File: config.mk
export PLATFORM = sky130hd
export DESIGN_NAME = bti_front
export DESIGN_NICKNAME = d
export VERILOG_FILES = /design/src/bti_pkg.sv /design/src/bti_front.sv
export SDC_FILE = /design/constraint.sdc
export NUM_CORES = 1
export LEC_CHECK = 0
export BUFFER_PORTS_ARGS = -buffer_cell sky130_fd_sc_hd__buf_2
export CAP_MARGIN = 5
export CORE_MARGIN = 3
export CORE_UTILIZATION = 29
export CTS_BUF_LIST = sky130_fd_sc_hd__clkbuf_8
export DETAILED_ROUTE_END_ITERATION = 6
export GPL_TIMING_DRIVEN = 0
export MAX_ROUTING_LAYER = met4
export PLACE_DENSITY = 0.59
export REMOVE_ABC_BUFFERS = 1
export SLEW_MARGIN = 20
export SYNTH_ARGS = -nofsm -noshare
export SYNTH_HDL_FRONTEND = slang
export SYNTH_SLANG_ARGS = --single-unit
File: constraint.sdc
create_clock -name clk -period 7.9 [get_ports clk]
set_clock_uncertainty 0.1 [all_clocks]
set_input_delay 1.185 -clock clk [delete_from_list [all_inputs] [get_ports clk]]
set_output_delay 1.185 -clock clk [all_outputs]
set_load 0.01 [all_outputs]
File: src/bti_pkg.sv
// shared types and constants for the bilinear table interpolation unit
package bti_pkg;

    // request kinds carried in the input tuser
    typedef enum logic [1:0] {
        REQ_WR_X  = 2'd0,
        REQ_WR_Y  = 2'd1,
        REQ_WR_G  = 2'd2,
        REQ_QUERY = 2'd3
    } req_t;

    // configuration register indexes
    localparam logic [1:0] CFG_EXTRAP = 2'd0;
    localparam logic [1:0] CFG_XCNT   = 2'd1;
    localparam logic [1:0] CFG_YCNT   = 2'd2;

    // result status codes
    localparam logic [1:0] STAT_OK   = 2'd0;
    localparam logic [1:0] STAT_SAT  = 2'd1;
    localparam logic [1:0] STAT_ZERO = 2'd2;

    // largest quotient magnitude kept by the divider
    localparam logic [33:0] QUOT_CAP = 34'h2_0000_0000;

    // configuration as seen by the back end
    typedef struct packed {
        logic       ext;
        logic [4:0] xcnt;
        logic [4:0] ycnt;
    } cfg_t;

    // one classified item in the queue
    typedef struct packed {
        req_t               kind;
        logic [7:0]         index;
        logic signed [31:0] value;
        logic signed [31:0] qx;
        logic signed [31:0] qy;
    } entry_t;

    // request to the linear step unit
    typedef struct packed {
        logic               start;
        logic               ext;
        logic signed [31:0] xl;
        logic signed [31:0] xr;
        logic signed [31:0] yl;
        logic signed [31:0] yr;
        logic signed [31:0] v;
    } lerp_req_t;

    // response of the linear step unit
    typedef struct packed {
        logic               done;
        logic signed [31:0] value;
        logic               sat;
        logic               zero;
    } lerp_rsp_t;

    // linear step unit states
    typedef enum logic [3:0] {
        L_IDLE,
        L_PREP,
        L_ABS,
        L_MUL,
        L_DCHK,
        L_DIV,
        L_FIN,
        L_SAT
    } lerp_state_t;

    // back end sequencer states
    typedef enum logic [3:0] {
        S_IDLE,
        S_LAST_RD,
        S_LAST_CMP,
        S_STEP_RD,
        S_STEP_CMP,
        S_BASE,
        S_FETCH_RD,
        S_FETCH_CAP,
        S_L_START,
        S_L_WAIT,
        S_OUT
    } back_state_t;

endpackage

File: src/bti_front.sv
// front end: accepts beats, drops out-of-range writes, queues the rest
module bti_front #(
    parameter int MAX_X_POINTS = 16,
    parameter int MAX_Y_POINTS = 16
) (
    input  logic            clk,
    input  logic            rst_n,
    input  logic            s_tvalid,
    output logic            s_tready,
    input  logic [103:0]    s_tdata,
    input  logic [1:0]      s_tuser,
    output bti_pkg::entry_t q_head,
    output logic            q_valid,
    input  logic            q_pop
);

    localparam int GRID_DEPTH = MAX_X_POINTS * MAX_Y_POINTS;

    bti_pkg::entry_t slot_reg [2];
    logic            wr_ptr_reg, wr_ptr_next;
    logic            rd_ptr_reg, rd_ptr_next;
    logic [1:0]      count_reg, count_next;
    bti_pkg::entry_t in_entry;
    logic            keep;
    logic            push;

    // unpack the beat
    always_comb
    begin
        in_entry.kind  = bti_pkg::req_t'(s_tuser);
        in_entry.index = s_tdata[7:0];
        in_entry.value = s_tdata[39:8];
        in_entry.qx    = s_tdata[71:40];
        in_entry.qy    = s_tdata[103:72];
    end

    // classify: writes past the table depth are dropped here
    always_comb
    begin
        unique case (in_entry.kind)
            bti_pkg::REQ_WR_X:  keep = {1'b0, in_entry.index} < 9'(MAX_X_POINTS);
            bti_pkg::REQ_WR_Y:  keep = {1'b0, in_entry.index} < 9'(MAX_Y_POINTS);
            bti_pkg::REQ_WR_G:  keep = 17'(in_entry.index) < 17'(GRID_DEPTH);
            bti_pkg::REQ_QUERY: keep = 1'b1;
            default:            keep = 1'b0;
        endcase
    end

    assign s_tready = (count_reg != 2'd2);
    assign push     = s_tvalid && s_tready && keep;
    assign q_valid  = (count_reg != 2'd0);
    assign q_head   = slot_reg[rd_ptr_reg];

    // queue pointers
    always_comb
    begin
        wr_ptr_next = push ? ~wr_ptr_reg : wr_ptr_reg;
        rd_ptr_next = q_pop ? ~rd_ptr_reg : rd_ptr_reg;
        count_next  = count_reg + 2'(push) - 2'(q_pop);
    end

    always_ff @(posedge clk or negedge rst_n)
    begin
        if (!rst_n)
        begin
            wr_ptr_reg <= 1'b0;
            rd_ptr_reg <= 1'b0;
            count_reg  <= 2'd0;
        end
        else
        begin
            wr_ptr_reg <= wr_ptr_next;
            rd_ptr_reg <= rd_ptr_next;
            count_reg  <= count_next;
        end
    end

    // queue storage
    always_ff @(posedge clk)
    begin
        if (push)
        begin
            slot_reg[wr_ptr_reg] <= in_entry;
        end
    end

endmodule

==> results.yml <==
worst_setup_path:
  cp-end-kind: "primary output"
  worst_setup_path_start_kind: "flip-flop"
  crit_fanout: 49
  cp_data_required_time_ns: 6.61
  reg2reg_setup_slack_ns: 5.60
  path_class: "flip-flop to primary output"
  reg2reg_depth: 5
  arrival_ns: 2.06
  r2r-end: "slot_reg[0][84]$_DFFE_PP_"
  r2r-start: "count_reg[1]$_DFF_PN0_"
power:
  power.density_nw_per_um2: 322.4
  vdd_ir_drop_max_v: 0.0001721
  pwr-share-seq_pct: 45.3
  leakagePower_nw: 3.886
  internal-power_mw: 2.371
  pwr-share-comb_pct: 28.7
  p_switching_mw: 0.9371
  sw_frac_of_total_pct: 28.33
  clkPwrFrac_pct: 26.0
synth:
  synthesis.area_um2: 7965
  syn_avg_cell_area_um2: 22.89
  netlist_instances: 348
  synth_seq_area_share_pct: 81.18
  yosysWarnings: 0
  ys_ff_latch: 216
  synth_cell_types: 15
drt:
  ant_nets: 0
  wl_per_cell_um: 16.27
  drt_wl_total_um: 15700
  drt-initial-drc-count: 153
  drc: 0
  vias: 4083
  via_per_inst: 4.231
  firstDrtPassIters: 4
global_routing:
  grt_pass1_wl_um: 23090
  grt-ovfl-total: 0
  grt_use_total_pct: 10.29
  grt_max_degree: 50
  antenna_found_initial: 1
  grt_pass1_vias: 4519
sta:
  setup_viol_count_final: 0
  tightest_slew_ns: 0.6704
  maxSlewViolCount: 0
  final.setup.tns_ns: 0
  hold_violations: 0
  rsz0062_at_grt: "false"
  fmax_mhz: 298.6
  relSlewSlack_pct: 55.11
  period_minus_slack_ns: 3.350
  fin_crit_sh_pct: 42.40
  whs_ns: 0.3674
floorplanning:
  std_cell_rows: 60
  fp.dieW_um: 171.7
  fp.dieArea_um2: 29490
  die_h_um: 171.7
  start_util_pct: 29.55
  boundaryPins: 218
  core_um2: 26950
finish:
  syn_to_final_growth_pct: 28.83
  final_cells: 965
  layout_common_cells: "buf_2 (217), edfxtp_1 (212), mux2_2 (76)"
  largest_register_ffs: 212
  final_common_cell: "buf_2"
  drive_above_1_share_pct: 61.00
  fin_util_pct: 38.07
  nets: 714
cts:
  path_clk_slew_ns: 0.05
  cts_buffer_depth: 3
  cts_htree_levels: 2
  holdBufCountCts: 0
  ctsResizeCount: 0
  clockRootBuffer: "clkbuf_8"
  insertion_delay_ns: 0.51
  cts_sinks: 216
  cts_tree: "done"
  cts-buffers-inserted: 37
  post_cts_buffers: 0
status:
  status: "complete, no violations"
placement:
  dp_hpwl_um: 10920
  placed_cells: 904
  portBuffers: 217
  gp_congestion: 0.7091
worst_hold_path:
  min_path_type: "primary input to asynchronous set/reset pin"
run:
  maxCapViolations: 0
## power by group through the flow
stage / sequential, mW / combinational, mW / clock (mW)
6_report: 1.50 / 0.949 / 0.859
3_5_place_dp: 1.53 / 0.970 / 0
4_1_cts: 1.50 / 0.974 / 0.906
3_3_place_gp: 1.65 / 0.885 / 0
5_1_grt: 1.51 / 1.02 / 0.955
2_1_floorplan: 1.59 / 0.554 / 0
## worst max-delay path, cell delays in order (launching register included)
cell and delay (ns):
dfrtp_4 0.66, buf_16 0.30, mux2_2 0.38, buf_2 0.14
## cells in the mapped netlist
| cell | instances | area share, % |
|---|---|---|
| inv_1 | 2 | 0.094 |
| nor2_1 | 2 | 0.094 |
| xor2_1 | 1 | 0.11 |
| o211ai_1 | 1 | 0.094 |
| buf_2 | 7 | 0.44 |
| mux2_4 | 30 | 5.7 |
| or2_2 | 1 | 0.079 |
| xnor2_1 | 3 | 0.33 |
| mux2_2 | 76 | 11 |
| nand2b_1 | 1 | 0.079 |
| nor4_1 | 1 | 0.079 |
| edfxtp_1 | 212 | 80 |
| ha_1 | 2 | 0.31 |
| dfrtp_1 | 4 | 1.3 |
| buf_6 | 5 | 0.71 |
## kinds of logic after synthesis
kind of cell,after synthesis,synth area share (%)
AOI/OAI and AO/OA,1,0.09429
muxes,106,16.40
adders and majority gates,2,0.3141
buffers and inverters,14,1.241
and+or+nand+nor,5,0.3301
DFF,216,81.18
xor gates and xnor gates,4,0.4399
## stage by stage
stage	instance area (µm²)	setup WS [ns]	total power, mW
final	10260	4.550	3.308
after global routing	10260	4.447	3.489
after CTS	10260	4.488	3.383
after detailed placement	9635	4.508	2.495
after global placement	9387	-1.439	2.536
after floorplan	7874	1.161	2.148
## worst max-delay path by stage
stage                            from                        end  slack [ns]
6_report       rd_ptr_reg$_DFFE_PN0P_                 q_head[12]        4.55
5_1_grt        rd_ptr_reg$_DFFE_PN0P_                 q_head[41]        4.45
4_1_cts        rd_ptr_reg$_DFFE_PN0P_                 q_head[59]        4.49
3_5_place_dp               s_tdata[7]  slot_reg[0][44]$_DFFE_PP_        4.51
3_3_place_gp               s_tdata[7]  slot_reg[1][58]$_DFFE_PP_       -1.44
2_1_floorplan              s_tdata[7]   slot_reg[0][0]$_DFFE_PP_        1.16
## cell type report
cell class | count | area [µm²]
clock buffers | 39 | 536.8
repair buffers | 227 | 1316
inverters | 2 | 7.507
flip-flops and latches | 216 | 6470
fillers | 2482 | 16690
diodes | 1 | 2.502
clock inverters | 21 | 86.33
well taps | 341 | 426.7
multi-input cells | 118 | 1415
## metal layers
metal,GRT usage (%),vias up,share of wire [%]
li1,-,1895,-
met1,11.88,1987,41
met2,16.64,169,48
met3,3.562,32,8.1
met4,3.922,0,2.5
met5,-,-,0
No activity file was read; power rests on OpenSTA's default activity.
